File: src/rtl/go_to_goal_velocity_controller_unit_defines.svh
// ----------------------------------------------------------------------------
// Go-to-goal velocity controller: assertion macros
// Shared property wrappers clocked on the block clock, quiet during reset.
// ----------------------------------------------------------------------------
`ifndef GO_TO_GOAL_VELOCITY_CONTROLLER_UNIT_DEFINES_SVH
`define GO_TO_GOAL_VELOCITY_CONTROLLER_UNIT_DEFINES_SVH

// Same-cycle implication
`define GGVC_ASSERT_NOW(label, ante, cons, msg) \
   label: assert property (@(posedge clock) disable iff (reset) (ante) |-> (cons)) \
      else $error(msg);

// Next-cycle implication
`define GGVC_ASSERT_NEXT(label, ante, cons, msg) \
   label: assert property (@(posedge clock) disable iff (reset) (ante) |=> (cons)) \
      else $error(msg);

`endif

File: src/rtl/ggvc_pkg.sv
// ----------------------------------------------------------------------------
// Go-to-goal velocity controller package
// Widths, constants, the arctangent table and shared types.
// ----------------------------------------------------------------------------
package ggvc_pkg;

   localparam int CORDIC_STAGES = 14;
   localparam int ANG_TABLE_LEN = 24;
   localparam int NUM_CELLS     = (CORDIC_STAGES < ANG_TABLE_LEN) ? CORDIC_STAGES
                                                                  : ANG_TABLE_LEN;

   localparam int POS_W  = 16;   // positions, Q5.11
   localparam int HD_W   = 14;   // heading, Q3.11
   localparam int VAL_W  = 15;   // unsigned registers and outputs
   localparam int XY_W   = 24;   // CORDIC x and y, Q.15
   localparam int Z_W    = 24;   // angle accumulator, Q.20
   localparam int IDX_W  = 5;    // stage index
   localparam int CSR_W  = 3;
   localparam int MAG_W  = XY_W - 1;
   localparam int KP_W   = MAG_W + 16;   // x times 1/K
   localparam int DIST_W = 17;
   localparam int GP_W   = VAL_W + DIST_W;
   localparam int ERR_W  = Z_W + 2;

   localparam logic signed [Z_W-1:0] PI_Q20    = Z_W'(3294199);
   localparam logic        [15:0]    INV_K_Q16 = 16'd39797;

   localparam logic signed [POS_W-1:0] RST_TARGET_X  = 16'sd2048;
   localparam logic signed [POS_W-1:0] RST_TARGET_Y  = 16'sd2048;
   localparam logic        [VAL_W-1:0] RST_GAIN      = 15'd2048;
   localparam logic        [VAL_W-1:0] RST_MAX_SPEED = 15'd4096;
   localparam logic        [VAL_W-1:0] RST_DIST_THR  = 15'd205;
   localparam logic        [VAL_W-1:0] RST_ANG_THR   = 15'd410;

   typedef enum logic [CSR_W-1:0] {
      CSR_TARGET_X  = 3'd0,
      CSR_TARGET_Y  = 3'd1,
      CSR_GAIN      = 3'd2,
      CSR_MAX_SPEED = 3'd3,
      CSR_DIST_THR  = 3'd4,
      CSR_ANG_THR   = 3'd5
   } csr_index_type;

   typedef struct packed {
      logic                     valid;
      logic signed [XY_W-1:0]   x;
      logic signed [XY_W-1:0]   y;
      logic signed [Z_W-1:0]    z;
      logic signed [HD_W-1:0]   hd;
   } cordic_type;

   typedef struct packed {
      logic        [VAL_W-1:0]  gain;
      logic        [VAL_W-1:0]  max_speed;
      logic        [VAL_W-1:0]  dist_thr;
      logic        [VAL_W-1:0]  ang_thr;
   } cfg_type;

   // atan(2^-i) in Q.20, rounded to nearest
   function automatic logic signed [Z_W-1:0] atan_q20(input logic [IDX_W-1:0] idx);
      logic signed [Z_W-1:0] v;
      case (idx)
         5'd0:    v = Z_W'(823550);
         5'd1:    v = Z_W'(486170);
         5'd2:    v = Z_W'(256879);
         5'd3:    v = Z_W'(130396);
         5'd4:    v = Z_W'(65451);
         5'd5:    v = Z_W'(32757);
         5'd6:    v = Z_W'(16383);
         5'd7:    v = Z_W'(8192);
         5'd8:    v = Z_W'(4096);
         5'd9:    v = Z_W'(2048);
         5'd10:   v = Z_W'(1024);
         5'd11:   v = Z_W'(512);
         5'd12:   v = Z_W'(256);
         5'd13:   v = Z_W'(128);
         5'd14:   v = Z_W'(64);
         5'd15:   v = Z_W'(32);
         5'd16:   v = Z_W'(16);
         5'd17:   v = Z_W'(8);
         5'd18:   v = Z_W'(4);
         5'd19:   v = Z_W'(2);
         5'd20:   v = Z_W'(1);
         default: v = '0;
      endcase
      return v;
   endfunction

endpackage

File: src/rtl/ggvc_prerot.sv
// ----------------------------------------------------------------------------
// Go-to-goal velocity controller: pre-rotation stage
// Form the goal offset, fold the left half-plane by pi and scale into Q.15.
// ----------------------------------------------------------------------------
module ggvc_prerot (
   input  logic                                   clock,
   input  logic                                   reset,
   input  logic                                   adv,
   input  logic                                   in_valid,
   input  logic signed [ggvc_pkg::POS_W-1:0]      pose_x,
   input  logic signed [ggvc_pkg::POS_W-1:0]      pose_y,
   input  logic signed [ggvc_pkg::HD_W-1:0]       heading,
   input  logic signed [ggvc_pkg::POS_W-1:0]      target_x,
   input  logic signed [ggvc_pkg::POS_W-1:0]      target_y,
   output ggvc_pkg::cordic_type                   q
);

   logic                       valid_ff;
   ggvc_pkg::cordic_type       data_ff;
   ggvc_pkg::cordic_type       data_in;
   logic signed [ggvc_pkg::POS_W:0] dx;
   logic signed [ggvc_pkg::POS_W:0] dy;
   logic signed [ggvc_pkg::POS_W:0] fx;
   logic signed [ggvc_pkg::POS_W:0] fy;

   always_comb begin
      dx = {target_x[ggvc_pkg::POS_W-1], target_x} - {pose_x[ggvc_pkg::POS_W-1], pose_x};
      dy = {target_y[ggvc_pkg::POS_W-1], target_y} - {pose_y[ggvc_pkg::POS_W-1], pose_y};
      fx = dx[ggvc_pkg::POS_W] ? -dx : dx;
      fy = dx[ggvc_pkg::POS_W] ? -dy : dy;
      data_in.valid = 1'b0;
      data_in.x     = ggvc_pkg::XY_W'(fx) <<< 4;
      data_in.y     = ggvc_pkg::XY_W'(fy) <<< 4;
      if (!dx[ggvc_pkg::POS_W]) begin
         data_in.z = '0;
      end else if (!dy[ggvc_pkg::POS_W]) begin
         data_in.z = ggvc_pkg::PI_Q20;
      end else begin
         data_in.z = -ggvc_pkg::PI_Q20;
      end
      data_in.hd = heading;
   end

   always_ff @(posedge clock) begin
      if (reset) begin
         valid_ff <= 1'b0;
      end else if (adv) begin
         valid_ff <= in_valid;
      end
   end

   always_ff @(posedge clock) begin
      if (adv) begin
         data_ff <= data_in;
      end
   end

   always_comb begin
      q       = data_ff;
      q.valid = valid_ff;
   end

endmodule

File: config.mk
export PLATFORM = sky130hd
export DESIGN_NAME = ggvc_prerot
export DESIGN_NICKNAME = d
export VERILOG_FILES = /design/src/rtl/go_to_goal_velocity_controller_unit_defines.svh /design/src/rtl/ggvc_pkg.sv /design/src/rtl/ggvc_prerot.sv
export SDC_FILE = /design/constraint.sdc
export NUM_CORES = 1
export LEC_CHECK = 0
export BUFFER_PORTS_ARGS = -buffer_cell sky130_fd_sc_hd__buf_4
export CELL_PAD_IN_SITES_DETAIL_PLACEMENT = 0
export CELL_PAD_IN_SITES_GLOBAL_PLACEMENT = 1
export CORE_UTILIZATION = 40
export DETAILED_ROUTE_END_ITERATION = 8
export PLACE_DENSITY_LB_ADDON = 0.1
export SYNTH_ARGS = -nofsm -noshare
export SYNTH_HDL_FRONTEND = slang
export SYNTH_SLANG_ARGS = --single-unit
File: constraint.sdc
create_clock -name clock -period 7.6 [get_ports clock]
set_input_delay 2.28 -clock clock [delete_from_list [all_inputs] [get_ports clock]]
set_output_delay 2.28 -clock clock [all_outputs]
set_load 0.02 [all_outputs]
==> metrics <==
status complete, no violations; DP Worst Slack 2.12 ns; Max-slew headroom 42.8%; Area Growth Syn to Fin 26.4%; Avg Cell Area, Syn 9.34 um2; internal power about 0.66 mW; Peak VDD IR 0.104 mV; CTS tree built; total power 1.05 mW; CTS max path bufs 2; Net Sw Power a little under 0.4 mW; Resize count post-CTS 0; clk_skew 0 ns; post-synth top area cell edfxtp_1; final count of negative-setup-slack endpoints 0; first-pass GRT wire length 15,800 um; FF/Latch Area 0.00155 mm2; Final ANT Viol Nets 0; # hold bufs at CTS 0; Sink Count 52; Post-synth ARST share 0%; top_reg_cell synth edfxtp_1; Net Sw Frac between 30 and 40%; Cell Pwr Density between 150 and 200 mW/mm2; Synth area leaders edfxtp_1 34%, ha_1 9.8%, buf_4 6.0%; Clock Pin Slew Worst Setup and Hold Paths 0.10 ns; Yosys top cell area share around a third; Layout fillers slightly above 1,000; H-tree levels 2; GR peak layer met2; multi-input combinational cell area 0.00243 mm2; Post-synth EDFFs 51; Synth top cells by count 53 x inv_1, 51 x edfxtp_1, 36 x buf_4; Setup Buffers After CTS 0; Die W approximately 110 um; TritonCTS buffer count 5; RSZ-0062 raised after global routing no; iteration count of the initial detailed-routing pass 4; Max-Cap Viols 0; initial drt markers 142; Crit Path Max Fanout 3; most common cell in the netlist inv_1; clock power share 15.3%; sequential power share between 30% and 40%; data required time at the worst endpoint between 7 and 8 ns; GR Util met2 a little under 30%; R2R setup slack 6.99 ns; Clock Latency Late Sink 0.31 ns; hold path cells 2; Rows 38; Yosys cell types between 60 and 70; fin crit share 68.0%; reg2reg end valid_ff$_SDFFE_PP0P_; Worst Reg2Reg Path Length in Cells 2; worst slew pin tran 0.837 ns; sequential area share after synthesis 34.7%; Worst Hold End valid_ff$_SDFFE_PP0P_; via count 3,836; wire length per cell between 10 and 15 um; Comb pwr share between 40% and 50%; final non-filler cell total 749; WP data arrival roughly 5.2 ns; Final Critical Period 5.17 ns; grt total ovfl 0; Placer Congestion ~0.86; clock root cell clkbuf_8; layout cells sized above 1 a little under a third; hold_sp valid_ff$_SDFFE_PP0P_; Post-Synthesis Cells ~480; # DRC 0; met3 Use GR 3.39%; Max Slew Vio Count 0; fin worst setup slack between 2 and 2.5 ns; FF+latch count, synth 52; antenna violations before repair 0; number of diodes 0; Core Footprint approximately 0.011 mm2; Hold/Removal Path Class reg2reg; vias in the first global route 3,364; crit end category register; Crit Path Category in2reg; final core utilization 51.9%; TNS Setup 0 ns; I/O pin cnt 169; gr usage total 17.3%; Initial Util 41.1%; HPWL Detailed 8350 um; placed cells 741; worst r2r src valid_ff$_SDFFE_PP0P_; Syn. warnings 0; WL final ~10,000 um; Nets between 700 and 800; synthesized cell area ~0.0045 mm2; routed vias/inst 5.12; FMAX 194 MHz; die footprint 0.0116 mm2; endpoints failing hold 0; Leak between 2 and 3 nW; die extent in y roughly 110 um; largest net degree at the start of global routing 53; GR Layer Usage met1 23.1%; Startpoint Class input pin; IO Port Bufs 160
## final cells by class
| cell class | count | area share [%] |
|---|---|---|
| clock buffer | 6 | 1.28 |
| clock inverter | 2 | 0.288 |
| inverter | 54 | 3.58 |
| multi-input combinational | 334 | 42.9 |
| sequential | 52 | 27.4 |
| tap | 140 | 3.10 |
| timing repair buffer | 161 | 21.4 |
## metrics by stage
step	cell area, um2	hold slack (ns)
finish	5660	0.530
global route	5660	0.558
CTS	5660	0.536
detailed placement	5570	0.509
global placement	5570	0.479
floorplan	4500	0.462
## cell usage in the layout (no fill, tap or decap), types with 5 or more instances in the layout
cell type / netlist / layout
a31oi_1: 6 / 6
conb_1: 1 / 8
inv_1: 53 / 53
nand2_1: 27 / 27
or2_2: 6 / 6
o21a_1: 8 / 8
ha_1: 35 / 35
nand2b_1: 7 / 7
nor2_1: 31 / 31
nand3_1: 11 / 11
a21oi_1: 18 / 18
edfxtp_1: 51 / 51
nor3_1: 13 / 13
a211oi_1: 6 / 6
xor2_1: 17 / 17
buf_4: 36 / 161
o21ai_0: 21 / 21
or3_1: 5 / 5
a21o_1: 13 / 13
xnor2_1: 25 / 25
clkbuf_8: 0 / 5
o31ai_1: 8 / 8
o211ai_1: 5 / 5
mux2i_1: 5 / 5
## power by group through the flow
stage / clock, mW / combinational (mW) / sequential (mW)
after detailed placement: 0 / 0.491 / 0.409
after global routing: 0.178 / 0.532 / 0.409
after floorplan: 0 / 0.276 / 0.464
after global placement: 0 / 0.484 / 0.410
final: 0.161 / 0.487 / 0.402
after CTS: 0.169 / 0.491 / 0.404
## worst max path at each step
stage                start               to  slack (ns)  cells after the start
2_1_floorplan  target_x[0]  q[77]$_DFFE_PP_        2.70                     12
3_3_place_gp     pose_x[0]  q[81]$_DFFE_PP_        2.16                     11
3_5_place_dp     pose_x[0]  q[70]$_DFFE_PP_        2.12                     13
4_1_cts          pose_x[0]  q[81]$_DFFE_PP_        2.46                     11
5_1_grt          pose_x[0]  q[46]$_DFFE_PP_        2.01                     13
6_report         pose_x[0]  q[81]$_DFFE_PP_        2.43                     11
## routing by layer
metal / share of wire, % / routed length, um
met1: 46 / 4710
met2: 46 / 4780
met3: 6.9 / 712
met4: 0.77 / 79
met5: 0 / 0
## worst max-delay path, cell delays in order
cell,delay (ns)
buf_4,0.11
ha_1,0.21
fa_1,0.41
nor2b_1,0.20
o31ai_1,0.13
a2111oi_0,0.69
nand3b_1,0.21
nand3_1,0.11
a2111oi_0,0.52
a31oi_1,0.18
xor2_1,0.17
## cell families after synthesis
kind of cell,share of synthesized area [%]
buffers and inverters,11.7
adders and majority gates,10.7
DFF,34.7
other,0.0838
and+or+nand+nor,15.0
AOI/OAI and AO/OA,18.2
muxes,1.12
xor gates and xnor gates,8.58
## registers in the layout, summed over array words and instances (netlist names)
register / cells
q: 51
valid_ff: 1
Note: power is estimated with default switching activity, not from simulation.
