### src/rtl/go_to_goal_velocity_controller_unit_defines.svh
// ----------------------------------------------------------------------------
// Go-to-goal velocity controller: assertion macros
// Shared property wrappers clocked on the block clock, quiet during reset.
// ----------------------------------------------------------------------------
`ifndef GO_TO_GOAL_VELOCITY_CONTROLLER_UNIT_DEFINES_SVH
`define GO_TO_GOAL_VELOCITY_CONTROLLER_UNIT_DEFINES_SVH

// Same-cycle implication
`define GGVC_ASSERT_NOW(label, ante, cons, msg) \
   label: assert property (@(posedge clock) disable iff (reset) (ante) |-> (cons)) \
      else $error(msg);

// Next-cycle implication
`define GGVC_ASSERT_NEXT(label, ante, cons, msg) \
   label: assert property (@(posedge clock) disable iff (reset) (ante) |=> (cons)) \
      else $error(msg);

`endif

### src/rtl/ggvc_pkg.sv
// ----------------------------------------------------------------------------
// Go-to-goal velocity controller package
// Widths, constants, the arctangent table and shared types.
// ----------------------------------------------------------------------------
package ggvc_pkg;

   localparam int CORDIC_STAGES = 14;
   localparam int ANG_TABLE_LEN = 24;
   localparam int NUM_CELLS     = (CORDIC_STAGES < ANG_TABLE_LEN) ? CORDIC_STAGES
                                                                  : ANG_TABLE_LEN;

   localparam int POS_W  = 16;   // positions, Q5.11
   localparam int HD_W   = 14;   // heading, Q3.11
   localparam int VAL_W  = 15;   // unsigned registers and outputs
   localparam int XY_W   = 24;   // CORDIC x and y, Q.15
   localparam int Z_W    = 24;   // angle accumulator, Q.20
   localparam int IDX_W  = 5;    // stage index
   localparam int CSR_W  = 3;
   localparam int MAG_W  = XY_W - 1;
   localparam int KP_W   = MAG_W + 16;   // x times 1/K
   localparam int DIST_W = 17;
   localparam int GP_W   = VAL_W + DIST_W;
   localparam int ERR_W  = Z_W + 2;

   localparam logic signed [Z_W-1:0] PI_Q20    = Z_W'(3294199);
   localparam logic        [15:0]    INV_K_Q16 = 16'd39797;

   localparam logic signed [POS_W-1:0] RST_TARGET_X  = 16'sd2048;
   localparam logic signed [POS_W-1:0] RST_TARGET_Y  = 16'sd2048;
   localparam logic        [VAL_W-1:0] RST_GAIN      = 15'd2048;
   localparam logic        [VAL_W-1:0] RST_MAX_SPEED = 15'd4096;
   localparam logic        [VAL_W-1:0] RST_DIST_THR  = 15'd205;
   localparam logic        [VAL_W-1:0] RST_ANG_THR   = 15'd410;

   typedef enum logic [CSR_W-1:0] {
      CSR_TARGET_X  = 3'd0,
      CSR_TARGET_Y  = 3'd1,
      CSR_GAIN      = 3'd2,
      CSR_MAX_SPEED = 3'd3,
      CSR_DIST_THR  = 3'd4,
      CSR_ANG_THR   = 3'd5
   } csr_index_type;

   typedef struct packed {
      logic                     valid;
      logic signed [XY_W-1:0]   x;
      logic signed [XY_W-1:0]   y;
      logic signed [Z_W-1:0]    z;
      logic signed [HD_W-1:0]   hd;
   } cordic_type;

   typedef struct packed {
      logic        [VAL_W-1:0]  gain;
      logic        [VAL_W-1:0]  max_speed;
      logic        [VAL_W-1:0]  dist_thr;
      logic        [VAL_W-1:0]  ang_thr;
   } cfg_type;

   // atan(2^-i) in Q.20, rounded to nearest
   function automatic logic signed [Z_W-1:0] atan_q20(input logic [IDX_W-1:0] idx);
      logic signed [Z_W-1:0] v;
      case (idx)
         5'd0:    v = Z_W'(823550);
         5'd1:    v = Z_W'(486170);
         5'd2:    v = Z_W'(256879);
         5'd3:    v = Z_W'(130396);
         5'd4:    v = Z_W'(65451);
         5'd5:    v = Z_W'(32757);
         5'd6:    v = Z_W'(16383);
         5'd7:    v = Z_W'(8192);
         5'd8:    v = Z_W'(4096);
         5'd9:    v = Z_W'(2048);
         5'd10:   v = Z_W'(1024);
         5'd11:   v = Z_W'(512);
         5'd12:   v = Z_W'(256);
         5'd13:   v = Z_W'(128);
         5'd14:   v = Z_W'(64);
         5'd15:   v = Z_W'(32);
         5'd16:   v = Z_W'(16);
         5'd17:   v = Z_W'(8);
         5'd18:   v = Z_W'(4);
         5'd19:   v = Z_W'(2);
         5'd20:   v = Z_W'(1);
         default: v = '0;
      endcase
      return v;
   endfunction

endpackage

### src/rtl/ggvc_cordic_cell.sv
// ----------------------------------------------------------------------------
// Go-to-goal velocity controller: CORDIC vectoring cell
// One micro-rotation toward the x axis, registered for the next cell.
// ----------------------------------------------------------------------------
module ggvc_cordic_cell (
   input  logic                               clock,
   input  logic                               reset,
   input  logic                               adv,
   input  logic [ggvc_pkg::IDX_W-1:0]         stage_idx,
   input  ggvc_pkg::cordic_type               d,
   output ggvc_pkg::cordic_type               q
);

   logic                           valid_ff;
   ggvc_pkg::cordic_type           data_ff;
   ggvc_pkg::cordic_type           data_in;
   logic signed [ggvc_pkg::XY_W-1:0] xs;
   logic signed [ggvc_pkg::XY_W-1:0] ys;
   logic signed [ggvc_pkg::Z_W-1:0]  ang;

   always_comb begin
      xs      = d.x >>> stage_idx;
      ys      = d.y >>> stage_idx;
      ang     = ggvc_pkg::atan_q20(stage_idx);
      data_in = d;
      // y at or above zero: rotate clockwise
      if (!d.y[ggvc_pkg::XY_W-1]) begin
         data_in.x = d.x + ys;
         data_in.y = d.y - xs;
         data_in.z = d.z + ang;
      end else begin
         data_in.x = d.x - ys;
         data_in.y = d.y + xs;
         data_in.z = d.z - ang;
      end
   end

   always_ff @(posedge clock) begin
      if (reset) begin
         valid_ff <= 1'b0;
      end else if (adv) begin
         valid_ff <= d.valid;
      end
   end

   always_ff @(posedge clock) begin
      if (adv) begin
         data_ff <= data_in;
      end
   end

   always_comb begin
      q       = data_ff;
      q.valid = valid_ff;
   end

endmodule

### config.mk
export PLATFORM = sky130hd
export DESIGN_NAME = ggvc_cordic_cell
export DESIGN_NICKNAME = d
export VERILOG_FILES = /design/src/rtl/go_to_goal_velocity_controller_unit_defines.svh /design/src/rtl/ggvc_pkg.sv /design/src/rtl/ggvc_cordic_cell.sv
export SDC_FILE = /design/constraint.sdc
export NUM_CORES = 1
export LEC_CHECK = 0
export BUFFER_PORTS_ARGS = -buffer_cell sky130_fd_sc_hd__buf_2
export CAP_MARGIN = 10
export CORE_AREA = 3 3 183 185
export CTS_CLUSTER_DIAMETER = 200
export DETAILED_ROUTE_END_ITERATION = 8
export DIE_AREA = 0 0 186 188
export GPL_ROUTABILITY_DRIVEN = 0
export PLACE_DENSITY = 0.65
export SLEW_MARGIN = 10
export SYNTH_ARGS = -nofsm -noshare
export SYNTH_HDL_FRONTEND = slang
export SYNTH_SLANG_ARGS = --single-unit
### constraint.sdc
create_clock -name clock -period 6.15 [get_ports clock]
set_input_delay 0.9225 -clock clock [delete_from_list [all_inputs] [get_ports clock]]
set_output_delay 0.9225 -clock clock [all_outputs]
set_load 0.01 [all_outputs]
==> impl_metrics.json <==
{
  "status": "complete, no violations",
  "r2r_cells": 2,
  "synthCells": 1212,
  "finClkSkew_ps": 0,
  "path_class": "in2reg",
  "cp.required_ps": 6240,
  "io_pins": 182,
  "setup_slack_ps": 308.3,
  "rrSetupSlack_ps": 5560,
  "grt_max_degree": 47,
  "yosys_warnings": 0,
  "p_int_uw": 1823,
  "hp-class": "reg2reg",
  "drtIter0Drc": 1003,
  "place_ws_ps": -83.57,
  "finalWirelength_um": 36020,
  "area_growth_pct": 20.06,
  "p_switching_uw": 1137,
  "crit_path_end_kind": "flop",
  "hpwl_um": 28580,
  "cts-buffers-inserted": 9,
  "critPathBufInv": 3,
  "p_sw_frac": 0.3840,
  "port_buffers": 181,
  "finalCritPeriodShare": 0.9499,
  "route.detailed.drc": 0,
  "rsz0062_at_grt": "false",
  "pwr-share-clk": 0.203,
  "die_h_um": 188,
  "irDropWorstVdd_uv": 129.6,
  "path_common_cell": "a21o_1",
  "dr.pass1.iters": 8,
  "critical_path.cell_chain": "buf_4, buf_4, mux4_1, mux2i_1, buf_4, mux2i_1, o32ai_1, nand3_1, or3_1, a31oi_1, o21ai_0, ha_1, a21o_1, a21o_1, a21o_1, a221o_1, a21o_1, a41o_1, or4_1, nand2_1, o311ai_0",
  "drive_gt1_frac": 0.2645,
  "critPathMaxStageDelay_ps": 610,
  "antenna_found_initial": 2,
  "cts_root_buf": "clkbuf_16",
  "stdcell_count": 1877,
  "tns_ps": 0,
  "p_leak_uw": 0.005794,
  "synth_flop_cell": "edfxtp_1",
  "cp-endpoint": "q[84]",
  "placed_cells": 1859,
  "avgSynthCellArea_um2": 9.201,
  "via_per_inst": 5.738,
  "p_seq_frac": 0.292,
  "slew_headroom": 0.5076,
  "power_density_nw_per_um2": 221.1,
  "nets": 1649,
  "final_max_slew_viol_count": 0,
  "grt_pass1_vias": 10273,
  "multiInputGateArea_um2": 7929,
  "overflow": 0,
  "cts_sinks": 87,
  "reg2reg_from": "valid_ff",
  "cp_top_family": "compound AO/OA/AOI/OAI gates",
  "synth_area_um2": 11150,
  "hold_viol_final": 0,
  "synth_edf_count": 86,
  "setup_viol": 0,
  "cp.depth": 21,
  "clk_path_buf_depth": 2,
  "cts.clk_slew.worst_paths_ps": 80,
  "die_area_um2": 34970,
  "max_freq_ghz": 0.1712,
  "vias": 10770,
  "wl_per_cell_um": 19.19,
  "final_util": 0.4157,
  "grt_pass1_wl_um": 56160,
  "finalCriticalPeriod_ps": 5842,
  "regArea_um2": 2603,
  "cp-start-kind": "input port",
  "crit_slowest_cell": "mux4_1",
  "cts_tree": "built",
  "fillers": 3229,
  "die_w_um": 186,
  "initial_core_util": 0.3463,
  "total_power_uw": 2960,
  "ys_seq_area_frac": 0.2334,
  "power.combinational.fraction": 0.505,
  "h-tree-depth": 3,
  "cap_violations": 0,
  "crit_start": "stage_idx[1]",
  "cts_setup_buffers": 0,
  "worst_pin_slew_ps": 735.9,
  "worstSkewPairLatency_ps": 380,
  "final_antenna_net_count": 0,
  "async_reset_ff_frac": 0,
  "syn_nets": 1399,
  "r2r-end": "valid_ff",
  "ys_ff_latch": 87,
  "crit_fanout": 15,
  "num_rows": 66,
  "cp.arrival_ps": 5930,
  "track_usage": 0.2021,
  "yosysUniqueCellTypes": 87,
  "core_um2": 32210
}
routing by layer:
metal  GRT usage  share of wire  vias up  wire [um]
met5           0        0.00019        -          7
met4     0.07047          0.040        2       1458
met3     0.04539          0.085      103       3066
met2      0.3236           0.44      515      15980
met1      0.2680           0.43     5026      15510
li1            -              -     5124          -
final cells by class:
cell class,instances,area share
diodes,2,0.0003738
clock buffers,9,0.01682
clock inverters,7,0.006355
inverters,41,0.01149
multi-input cells,1017,0.5922
flip-flops and latches,87,0.1944
well taps,408,0.03813
repair buffers,306,0.1403
cells in the mapped netlist, types with 15 or more instances:
| master | number | area share |
|---|---|---|
| o22ai_1 | 15 | 0.0084 |
| a21oi_1 | 85 | 0.038 |
| mux4_1 | 18 | 0.042 |
| edfxtp_1 | 86 | 0.23 |
| clkbuf_1 | 23 | 0.0077 |
| a31oi_1 | 19 | 0.011 |
| nand3_1 | 16 | 0.0072 |
| a21o_1 | 32 | 0.022 |
| xor2_1 | 47 | 0.037 |
| o21ai_0 | 65 | 0.029 |
| mux2_2 | 18 | 0.018 |
| inv_1 | 39 | 0.013 |
| xnor2_1 | 65 | 0.051 |
| mux4_2 | 22 | 0.044 |
| nand2_1 | 88 | 0.030 |
| nand2b_1 | 21 | 0.012 |
| nor3_1 | 29 | 0.013 |
| nor2_1 | 109 | 0.037 |
| ha_1 | 89 | 0.10 |
| mux2i_1 | 54 | 0.048 |
layout by cell type, fill, tap and decap left out, drive strengths merged, types with 16 or more instances in the layout:
master,instances
nor2,109
nand3,16
edfxtp,86
xor2,47
buf,306
nor3,30
xnor2,65
o21ai,67
inv,45
a21oi,85
nand2,89
mux4,40
a31oi,19
a21o,32
nand2b,21
mux2i,54
ha,89
mux2,18
registers in the layout, indices dropped and copies added (netlist names):
| name | cells |
|---|---|
| q | 86 |
| valid_ff | 1 |
timing repair:
| item | in CTS | in global routing |
|---|---|---|
| hold endpoints to repair | 0 | 0 |
| setup endpoints to repair | 0 | 5 |
| resized for setup | 0 | 3 |
| hold buffers | 0 | 0 |
power groups by stage:
stage | Combinational (uW) | Clock, uW | Sequential [uW]
after floorplan | 896 | 0 | 955
after global placement | 1450 | 0 | 883
after detailed placement | 1470 | 0 | 880
after CTS | 1480 | 631 | 869
after global routing | 1640 | 647 | 880
final | 1490 | 601 | 865
per-stage QoR:
| stage | hold WS, ps | instance area (um2) |
|---|---|---|
| floorplan | 461.7 | 11150 |
| global placement | 468.8 | 13070 |
| detailed placement | 524.7 | 13070 |
| CTS | 537.7 | 13380 |
| global route | 562.9 | 13380 |
| finish | 523.3 | 13390 |
worst min-delay path by stage:
stage,startpoint,end,slack [ps],depth (start not counted)
after floorplan,valid_ff,valid_ff,460,2
after global placement,valid_ff,valid_ff,470,2
after detailed placement,valid_ff,valid_ff,520,2
after CTS,valid_ff,valid_ff,540,2
after global routing,valid_ff,valid_ff,560,2
final,valid_ff,valid_ff,520,2
cell families (layout without fill, tap and decap cells):
| kind of cell | Yosys count | after routing | synth area share |
|---|---|---|---|
| buffers and inverters | 108 | 363 | 0.05610 |
| XOR/XNOR | 112 | 112 | 0.08796 |
| adder cells (fa/ha/maj) | 92 | 92 | 0.1052 |
| AO/OA/AOI/OAI | 352 | 352 | 0.2109 |
| flip-flops | 87 | 87 | 0.2334 |
| multiplexers | 112 | 112 | 0.1535 |
| AND/OR/NAND/NOR | 349 | 349 | 0.1529 |
| other | 0 | 2 | 0 |
worst min-delay path, delay by kind of cell, from the launching register on:
kind	cells	cell delay [ps]
AND/OR/NAND/NOR	1	90
flip-flops	1	330
multiplexers	1	70
No activity file was read; power rests on OpenSTA's default activity.
