## config.mk

```make
export PLATFORM = sky130hd
export DESIGN_NAME = ggvc_post
export DESIGN_NICKNAME = d
export VERILOG_FILES = /design/src/rtl/go_to_goal_velocity_controller_unit_defines.svh /design/src/rtl/ggvc_pkg.sv /design/src/rtl/ggvc_post.sv
export SDC_FILE = /design/constraint.sdc
export NUM_CORES = 1
export LEC_CHECK = 0
export ABC_AREA = 1
export BUFFER_PORTS_ARGS = -buffer_cell sky130_fd_sc_hd__buf_2
export CORE_MARGIN = 2
export CORE_UTILIZATION = 60
export CTS_CLUSTER_DIAMETER = 30
export DETAILED_ROUTE_END_ITERATION = 6
export PLACE_DENSITY = 0.78
export SLEW_MARGIN = 5
export SYNTH_ARGS = -nofsm -noshare
export SYNTH_HDL_FRONTEND = slang
export SYNTH_SLANG_ARGS = --single-unit
```

## constraint.sdc

```tcl
create_clock -name clock -period 8.56 [get_ports clock]
set_input_delay 0.428 -clock clock [delete_from_list [all_inputs] [get_ports clock]]
set_output_delay 0.428 -clock clock [all_outputs]
set_load 0.02 [all_outputs]
```

## src/rtl/go_to_goal_velocity_controller_unit_defines.svh

```systemverilog
// ----------------------------------------------------------------------------
// Go-to-goal velocity controller: assertion macros
// Shared property wrappers clocked on the block clock, quiet during reset.
// ----------------------------------------------------------------------------
`ifndef GO_TO_GOAL_VELOCITY_CONTROLLER_UNIT_DEFINES_SVH
`define GO_TO_GOAL_VELOCITY_CONTROLLER_UNIT_DEFINES_SVH

// Same-cycle implication
`define GGVC_ASSERT_NOW(label, ante, cons, msg) \
   label: assert property (@(posedge clock) disable iff (reset) (ante) |-> (cons)) \
      else $error(msg);

// Next-cycle implication
`define GGVC_ASSERT_NEXT(label, ante, cons, msg) \
   label: assert property (@(posedge clock) disable iff (reset) (ante) |=> (cons)) \
      else $error(msg);

`endif

```

## src/rtl/ggvc_pkg.sv

```systemverilog
// ----------------------------------------------------------------------------
// Go-to-goal velocity controller package
// Widths, constants, the arctangent table and shared types.
// ----------------------------------------------------------------------------
package ggvc_pkg;

   localparam int CORDIC_STAGES = 14;
   localparam int ANG_TABLE_LEN = 24;
   localparam int NUM_CELLS     = (CORDIC_STAGES < ANG_TABLE_LEN) ? CORDIC_STAGES
                                                                  : ANG_TABLE_LEN;

   localparam int POS_W  = 16;   // positions, Q5.11
   localparam int HD_W   = 14;   // heading, Q3.11
   localparam int VAL_W  = 15;   // unsigned registers and outputs
   localparam int XY_W   = 24;   // CORDIC x and y, Q.15
   localparam int Z_W    = 24;   // angle accumulator, Q.20
   localparam int IDX_W  = 5;    // stage index
   localparam int CSR_W  = 3;
   localparam int MAG_W  = XY_W - 1;
   localparam int KP_W   = MAG_W + 16;   // x times 1/K
   localparam int DIST_W = 17;
   localparam int GP_W   = VAL_W + DIST_W;
   localparam int ERR_W  = Z_W + 2;

   localparam logic signed [Z_W-1:0] PI_Q20    = Z_W'(3294199);
   localparam logic        [15:0]    INV_K_Q16 = 16'd39797;

   localparam logic signed [POS_W-1:0] RST_TARGET_X  = 16'sd2048;
   localparam logic signed [POS_W-1:0] RST_TARGET_Y  = 16'sd2048;
   localparam logic        [VAL_W-1:0] RST_GAIN      = 15'd2048;
   localparam logic        [VAL_W-1:0] RST_MAX_SPEED = 15'd4096;
   localparam logic        [VAL_W-1:0] RST_DIST_THR  = 15'd205;
   localparam logic        [VAL_W-1:0] RST_ANG_THR   = 15'd410;

   typedef enum logic [CSR_W-1:0] {
      CSR_TARGET_X  = 3'd0,
      CSR_TARGET_Y  = 3'd1,
      CSR_GAIN      = 3'd2,
      CSR_MAX_SPEED = 3'd3,
      CSR_DIST_THR  = 3'd4,
      CSR_ANG_THR   = 3'd5
   } csr_index_type;

   typedef struct packed {
      logic                     valid;
      logic signed [XY_W-1:0]   x;
      logic signed [XY_W-1:0]   y;
      logic signed [Z_W-1:0]    z;
      logic signed [HD_W-1:0]   hd;
   } cordic_type;

   typedef struct packed {
      logic        [VAL_W-1:0]  gain;
      logic        [VAL_W-1:0]  max_speed;
      logic        [VAL_W-1:0]  dist_thr;
      logic        [VAL_W-1:0]  ang_thr;
   } cfg_type;

   // atan(2^-i) in Q.20, rounded to nearest
   function automatic logic signed [Z_W-1:0] atan_q20(input logic [IDX_W-1:0] idx);
      logic signed [Z_W-1:0] v;
      case (idx)
         5'd0:    v = Z_W'(823550);
         5'd1:    v = Z_W'(486170);
         5'd2:    v = Z_W'(256879);
         5'd3:    v = Z_W'(130396);
         5'd4:    v = Z_W'(65451);
         5'd5:    v = Z_W'(32757);
         5'd6:    v = Z_W'(16383);
         5'd7:    v = Z_W'(8192);
         5'd8:    v = Z_W'(4096);
         5'd9:    v = Z_W'(2048);
         5'd10:   v = Z_W'(1024);
         5'd11:   v = Z_W'(512);
         5'd12:   v = Z_W'(256);
         5'd13:   v = Z_W'(128);
         5'd14:   v = Z_W'(64);
         5'd15:   v = Z_W'(32);
         5'd16:   v = Z_W'(16);
         5'd17:   v = Z_W'(8);
         5'd18:   v = Z_W'(4);
         5'd19:   v = Z_W'(2);
         5'd20:   v = Z_W'(1);
         default: v = '0;
      endcase
      return v;
   endfunction

endpackage

```

## src/rtl/ggvc_post.sv

```systemverilog
// ----------------------------------------------------------------------------
// Go-to-goal velocity controller: distance scaling and command selection
// Three stages: scale and error, threshold and gain, clamp and select.
// ----------------------------------------------------------------------------
module ggvc_post (
   input  logic                               clock,
   input  logic                               reset,
   input  logic                               adv,
   input  ggvc_pkg::cordic_type               d,
   input  ggvc_pkg::cfg_type                  cfg,
   output logic                               out_valid,
   output logic [ggvc_pkg::VAL_W-1:0]         lin_cmd,
   output logic [ggvc_pkg::VAL_W-1:0]         ang_cmd
);

   // stage A
   logic                            a_valid_ff;
   logic [ggvc_pkg::KP_W-1:0]       a_prod_ff;
   logic [ggvc_pkg::KP_W-1:0]       a_prod_in;
   logic [ggvc_pkg::VAL_W-1:0]      a_aerr_ff;
   logic [ggvc_pkg::VAL_W-1:0]      a_aerr_in;
   logic [ggvc_pkg::MAG_W-1:0]      xmag;
   logic signed [ggvc_pkg::ERR_W-1:0] err;
   logic [ggvc_pkg::ERR_W-1:0]      err_abs;
   logic [ggvc_pkg::ERR_W-1:0]      err_rnd;

   // stage B
   logic                            b_valid_ff;
   logic                            b_stop_ff;
   logic                            b_stop_in;
   logic                            b_turn_ff;
   logic                            b_turn_in;
   logic [ggvc_pkg::VAL_W-1:0]      b_aerr_ff;
   logic [ggvc_pkg::GP_W-1:0]       b_prod_ff;
   logic [ggvc_pkg::GP_W-1:0]       b_prod_in;
   logic [ggvc_pkg::KP_W-1:0]       dist_rnd;
   logic [ggvc_pkg::DIST_W-1:0]     dist_q;

   // stage C
   logic                            c_valid_ff;
   logic [ggvc_pkg::VAL_W-1:0]      c_lin_ff;
   logic [ggvc_pkg::VAL_W-1:0]      c_lin_in;
   logic [ggvc_pkg::VAL_W-1:0]      c_ang_ff;
   logic [ggvc_pkg::VAL_W-1:0]      c_ang_in;
   logic [ggvc_pkg::GP_W:0]         lin_rnd;
   logic [ggvc_pkg::GP_W-11:0]      lin_full;
   logic [ggvc_pkg::VAL_W-1:0]      lin_sat;

   always_comb begin
      xmag      = d.x[ggvc_pkg::XY_W-1] ? '0 : d.x[ggvc_pkg::MAG_W-1:0];
      a_prod_in = ggvc_pkg::KP_W'(xmag) * ggvc_pkg::KP_W'(ggvc_pkg::INV_K_Q16);
      err       = ggvc_pkg::ERR_W'(d.z) - (ggvc_pkg::ERR_W'(d.hd) <<< 9);
      err_abs   = err[ggvc_pkg::ERR_W-1] ? ggvc_pkg::ERR_W'(-err) : ggvc_pkg::ERR_W'(err);
      err_rnd   = err_abs + ggvc_pkg::ERR_W'(256);
      a_aerr_in = err_rnd[9 +: ggvc_pkg::VAL_W];
   end

   always_comb begin
      dist_rnd  = a_prod_ff + (ggvc_pkg::KP_W'(1) << 19);
      dist_q    = dist_rnd[20 +: ggvc_pkg::DIST_W];
      b_stop_in = dist_q <= ggvc_pkg::DIST_W'(cfg.dist_thr);
      b_turn_in = a_aerr_ff > cfg.ang_thr;
      b_prod_in = ggvc_pkg::GP_W'(cfg.gain) * ggvc_pkg::GP_W'(dist_q);
   end

   always_comb begin
      lin_rnd  = {1'b0, b_prod_ff} + (ggvc_pkg::GP_W+1)'(1024);
      lin_full = lin_rnd[ggvc_pkg::GP_W:11];
      lin_sat  = (lin_full > (ggvc_pkg::GP_W-10)'(cfg.max_speed)) ? cfg.max_speed
                                                                  : lin_full[ggvc_pkg::VAL_W-1:0];
      if (b_stop_ff) begin
         c_lin_in = '0;
         c_ang_in = '0;
      end else if (b_turn_ff) begin
         c_lin_in = '0;
         c_ang_in = b_aerr_ff;
      end else begin
         c_lin_in = lin_sat;
         c_ang_in = '0;
      end
   end

   always_ff @(posedge clock) begin
      if (reset) begin
         a_valid_ff <= 1'b0;
         b_valid_ff <= 1'b0;
         c_valid_ff <= 1'b0;
      end else if (adv) begin
         a_valid_ff <= d.valid;
         b_valid_ff <= a_valid_ff;
         c_valid_ff <= b_valid_ff;
      end
   end

   always_ff @(posedge clock) begin
      if (adv) begin
         a_prod_ff <= a_prod_in;
         a_aerr_ff <= a_aerr_in;
         b_stop_ff <= b_stop_in;
         b_turn_ff <= b_turn_in;
         b_aerr_ff <= a_aerr_ff;
         b_prod_ff <= b_prod_in;
         c_lin_ff  <= c_lin_in;
         c_ang_ff  <= c_ang_in;
      end
   end

   assign out_valid = c_valid_ff;
   assign lin_cmd   = c_lin_ff;
   assign ang_cmd   = c_ang_ff;

endmodule

```

==> impl_metrics.csv, run 1 <==
group,metric,value,unit
cts,clock_sinks,105,
drt,avgViaCountPerCell,5.29,
logic_synthesis,syn_area_per_cell,8.15,µm²
worst_setup_path,crit_path_end_kind,"flip-flop",
worst_setup_path,rrSetupSlack,1.30,ns
die,die-area,39600,µm²
worst_setup_path,cp_data_required_time,8.75,ns
sta,slew_headroom,0.228,
job,drv_cap,0,
drt,drc,0,
sta,finalSetupViolCount,0,
logic_synthesis,synth_nets,3599,
die,num_rows,71,
die,initial_core_util,0.607,
drt,ant_nets,0,
placed_design,io_buffers,156,
finish,area_growth,7.15,%
die,ios,181,
logic_synthesis,synth-seq-cells,105,
placed_design,hpwl,44.1,mm
finish,layout_common_cells,"709 x inv_1, 477 x nand2_1, 350 x fa_1",
cts,cts_root_buf,"clkbuf_16",
die,die_h,199,µm
cts,clk_pin_slew_worst_paths,0.07,ns
cts,cts_tree,"done",
outcome,status,"completed",
sta,fin_skew,0.0151,ns
finish,final_common_cell,"inv_1",
sta,timing.fmax,138,MHz
worst_setup_path,startpoint_type,"flip-flop",
sta,worst_pin_slew,1.15,ns
drt,drt_iter0_drc,823,
sta,finalSetupTns,0,ns
logic_synthesis,seq_area_frac_synth,0.137,
grt,first_global_vias,18985,
finish,fillers,3247,
logic_synthesis,ys_warn_count,0,
grt,grt_pass1_wl,87.3,mm
cts,cts_hold_buf,0,
drt,via_count,18261,
die,core,37600,µm²
sta,rsz0062_at_grt,"false",
logic_synthesis,syn_area,22800,µm²
finish,drive_above_1_share,0.0755,
sta,layout_min_cycle_time,7.26,ns
cts,cts_setup_buffers,0,
cts,ctsResizeCount,0,
min_path,worstHoldPathType,"primary input to flip-flop",
logic_synthesis,synth_edf_count,102,
logic_synthesis,syn_inst,2798,
finish,nets,3738,
cts,ctsHtreeMaxLevel,3,
sta,drv_slew,0,
placed_design,place.gp.congestion,0.911,
die,die_w,199,µm
finish,seqCellArea,3120,µm²
grt,grt-ovfl-total,0,
logic_synthesis,async_flop_share,0,
logic_synthesis,ys.flop_type,"edfxtp_1",
finish,multi_input_area,16800,µm²
drt,wl_per_cell,14.9,µm
finish,antenna_cells,0,
cts,clockBufferDepth,2,
worst_setup_path,arrival,7.45,ns
drt,routed_wl,51.4,mm
grt,grt_max_degree,64,
logic_synthesis,synth_cell_types,54,
sta,period_share,0.848,
grt,antenna_found_initial,0,
cts,cts_buffers,9,
grt,grt_usage,0.278,
worst_setup_path,critPathKind,"flip-flop to flip-flop",
sta,finalHoldViolCount,0,
drt,first_pass_iters,7,
worst_setup_path,path_max_fanout,10,
cts,clock_latency,0.37,ns
-- state kept, by name, summed over array words and instances, names as in the netlist, 15 cells and up --
| name | cells |
|---|---|
| a_prod_ff | 18 |
| b_prod_ff | 22 |
| ang_cmd | 15 |
| a_aerr_ff | 15 |
| lin_cmd | 15 |
| b_aerr_ff | 15 |
-- through the flow --
stage | util | instance area, µm² | worst slack (ns) | hold slack, ns | cells
after floorplan | - | 22800 | 1.90 | 0.426 | 2798
after global placement | 0.642 | 24100 | 1.41 | 0.438 | 3437
after detailed placement | 0.642 | 24100 | 1.37 | 0.437 | 3437
after CTS | 0.650 | 24400 | 1.35 | 0.215 | 3453
after global routing | 0.650 | 24400 | 0.676 | 0.223 | 3453
final | 0.650 | 24400 | 1.30 | 0.241 | 3453
-- final timing paths --
path | from | end | depth (start not counted)
worst max-delay path | a_prod_ff[21]$_DFFE_PP_ | b_prod_ff[31]$_DFFE_PP_ | 25
worst min-delay path | reset | a_valid_ff$_SDFFE_PP0P_ | 2
worst max register to register | a_prod_ff[21]$_DFFE_PP_ | b_prod_ff[31]$_DFFE_PP_ | 25
worst min register to register | a_aerr_ff[0]$_DFFE_PP_ | b_aerr_ff[0]$_DFFE_PP_ | 0
-- layout make-up --
| type | count | share of cell area |
|---|---|---|
| clock buffers | 9 | 0.00922 |
| clock inverters | 7 | 0.00384 |
| well taps | 511 | 0.0262 |
| repair buffers | 165 | 0.0348 |
| inverters | 715 | 0.110 |
| flip-flops and latches | 105 | 0.128 |
| multi-input cells | 1941 | 0.688 |
-- metal layers --
layer | global-route usage | vias up | routed length [µm]
met5 | 0 | - | 0
met4 | 0.102 | 0 | 1690
met3 | 0.0298 | 118 | 2560
met2 | 0.501 | 490 | 26200
met1 | 0.344 | 8808 | 21000
li1 | - | 8845 | -
-- synth_stat cells (4+ instances only) --
library cell / instances / area share
a21oi_1: 111 / 0.024
a31oi_1: 7 / 0.0019
clkbuf_1: 30 / 0.0049
clkinv_1: 4 / 0.00066
edfxtp_1: 102 / 0.13
fa_1: 350 / 0.31
ha_1: 301 / 0.17
inv_1: 709 / 0.12
nand2_1: 477 / 0.079
nand2_2: 14 / 0.0038
nand3_1: 73 / 0.016
nand3_2: 5 / 0.0022
nand3b_1: 4 / 0.0013
nand4_1: 52 / 0.014
nor2_1: 334 / 0.055
nor2_2: 4 / 0.0011
nor3_1: 22 / 0.0048
nor4_1: 4 / 0.0011
o211ai_1: 4 / 0.0013
o21a_1: 7 / 0.0023
o21ai_0: 58 / 0.013
o21bai_1: 5 / 0.0016
xnor2_1: 20 / 0.0077
xor2_1: 55 / 0.021
-- kinds of logic after synthesis --
group	synth area share
compound gates	0.0517
simple gates	0.184
xor+xnor	0.0295
buf+inv	0.125
fa+ha+maj	0.472
flops	0.137
-- worst max-delay path, stage by stage (launching register included) --
cell and delay [ns]:
edfxtp_1 0.39, nand3_1 0.11, inv_1 0.12, nand4_1 0.14, nor2_1 0.24, nand2_1 0.08
nand2_1 0.55, inv_1 0.34, nand2_1 0.17, fa_1 0.43, fa_1 0.53, inv_1 0.05
fa_1 0.48, fa_1 0.53, fa_1 0.55, inv_1 0.08, fa_1 0.54, inv_1 0.04
ha_1 0.36, nand2_1 0.12, nor2_1 0.25, nand2_1 0.08, o21ai_0 0.42, nand4_1 0.14
nand4_1 0.12, xor2_1 0.22
Power of run 1 is left out: the tool's default activity adds up to more than one toggle a clock period on the data nets, which glitch-free logic cannot reach.
==> run 2, diff against run 1 <==
- clock period: 8.56 -> 7.51 ns (I/O delays scaled with it)
==> impl_metrics.csv, run 2 (same netlist as run 1, synthesis figures left out) <==
group,metric,value,unit
outcome,status,"completed",
sta,finalSetupViolCount,0,
drt,drt_iter0_drc,874,
cts,clockBufferDepth,2,
grt,antenna_found_initial,0,
min_path,worstHoldPathType,"primary input to flip-flop",
cts,cts_root_buf,"clkbuf_16",
die,die_w,199,µm
worst_setup_path,cpPeakStageDelay,0.57,ns
worst_setup_path,critPathSlowestCell,"fa_1",
sta,finalSetupTns,0,ns
finish,layout_common_cells,"709 x inv_1, 476 x nand2_1, 350 x fa_1",
sta,rsz0062_at_grt,"false",
sta,fin_skew,0.00933,ns
finish,reg_top3,"b_prod_ff x22, a_prod_ff x18",
finish,largest_reg_flops,22,
finish,final_common_cell,"inv_1",
drt,first_pass_iters,5,
die,ios,181,
grt,first_global_vias,19350,
finish,regMostFlops,"b_prod_ff",
worst_setup_path,arrival,7.24,ns
finish,nets,3765,
drt,via_count,18332,
job,drv_cap,0,
cts,cts_buffers,9,
finish,antenna_cells,0,
cts,cts_tree,"done",
drt,routed_wl,51.7,mm
worst_setup_path,path_max_fanout,5,
sta,layout_min_cycle_time,7.14,ns
grt,grt-ovfl-total,0,
worst_setup_path,cp_data_required_time,7.62,ns
die,initial_core_util,0.607,
grt,grt_pass1_wl,88.5,mm
die,die_h,199,µm
cts,cts_hold_buf,0,
grt,grt_usage,0.280,
drt,wl_per_cell,14.9,µm
grt,grt_max_degree,64,
worst_setup_path,crit_path_end_kind,"flip-flop",
cts,clock_sinks,105,
die,die-area,39600,µm²
die,num_rows,71,
cts,clk_pin_slew_worst_paths,0.08,ns
die,core,37600,µm²
cts,ctsHtreeMaxLevel,3,
finish,area_growth,8.21,%
worst_setup_path,critPathKind,"flip-flop to flip-flop",
drt,avgViaCountPerCell,5.27,
cts,clock_latency,0.37,ns
placed_design,hpwl,45.2,mm
sta,drv_slew,0,
sta,worst_pin_slew,1.17,ns
drt,drc,0,
sta,timing.fmax,140,MHz
placed_design,place.gp.congestion,0.938,
sta,slew_headroom,0.215,
sta,finalHoldViolCount,0,
worst_setup_path,crit_top_cell,"inv_1",
sta,period_share,0.951,
placed_design,io_buffers,156,
worst_setup_path,startpoint_type,"flip-flop",
drt,ant_nets,0,
finish,drive_above_1_share,0.0866,
## run 2: changes by cell type in the layout (fill, tap and decap cells not counted), sizes merged
cell,previous run,this run
buf,165,191
clkdlybuf4s15,0,1
clkinv,6,7
clkinvlp,1,0
## run 2: final cells by class
cell class,count,area [µm²]
fillers,3187,12900
clock inverters,7,87.6
multi-input cells,1941,16900
repair buffers,192,1060
inverters,715,2680
flip-flops and latches,105,3120
clock buffers,9,225
well taps,511,639
## run 2: per-layer routing
layer / global-route usage / part of all wire
met1: 0.341 / 0.40
met2: 0.501 / 0.51
met3: 0.0353 / 0.048
met4: 0.118 / 0.041
met5: 0 / 0
## run 2: path summary, 6_finish.rpt
| kind | startpoint | end | slack, ns | depth (start not counted) |
|---|---|---|---|---|
| worst max register to register | a_prod_ff[20]$_DFFE_PP_ | b_prod_ff[31]$_DFFE_PP_ | 0.37 | 33 |
| worst min register to register | a_aerr_ff[0]$_DFFE_PP_ | b_aerr_ff[0]$_DFFE_PP_ | 0.46 | 0 |
| worst min-delay path | reset | b_valid_ff$_SDFFE_PP0P_ | 0.18 | 2 |
| worst max-delay path | a_prod_ff[20]$_DFFE_PP_ | b_prod_ff[31]$_DFFE_PP_ | 0.37 | 33 |
## run 2: per-stage QoR
stage | area [µm²] | hold slack, ns | setup WS, ns | utilization | instances
6_report | 24700 | 0.185 | 0.371 | 0.657 | 3480
5_1_grt | 24700 | 0.176 | 0.00149 | 0.657 | 3480
4_1_cts | 24600 | 0.170 | 0.307 | 0.655 | 3477
3_5_place_dp | 24300 | 0.442 | 0.325 | 0.647 | 3461
3_3_place_gp | 24300 | 0.437 | 0.393 | 0.647 | 3461
2_1_floorplan | 22800 | 0.426 | 0.851 | - | 2798
## run 2: timing repair
item                       CTS  global route
setup endpoints to repair    0             6
gates resized for setup      0             9
buffers inserted             0             2
## run 2: critical path, delay by kind of cell (launching register included)
family,cells,cell delay [ns]
AO/OA/AOI/OAI,4,0.58
XOR/XNOR,2,0.36
buffers and inverters,8,0.67
AND/OR/NAND/NOR,11,1.30
adder cells (fa/ha/maj),8,3.62
flip-flops,1,0.35
Power of run 2 is left out for the same reason.
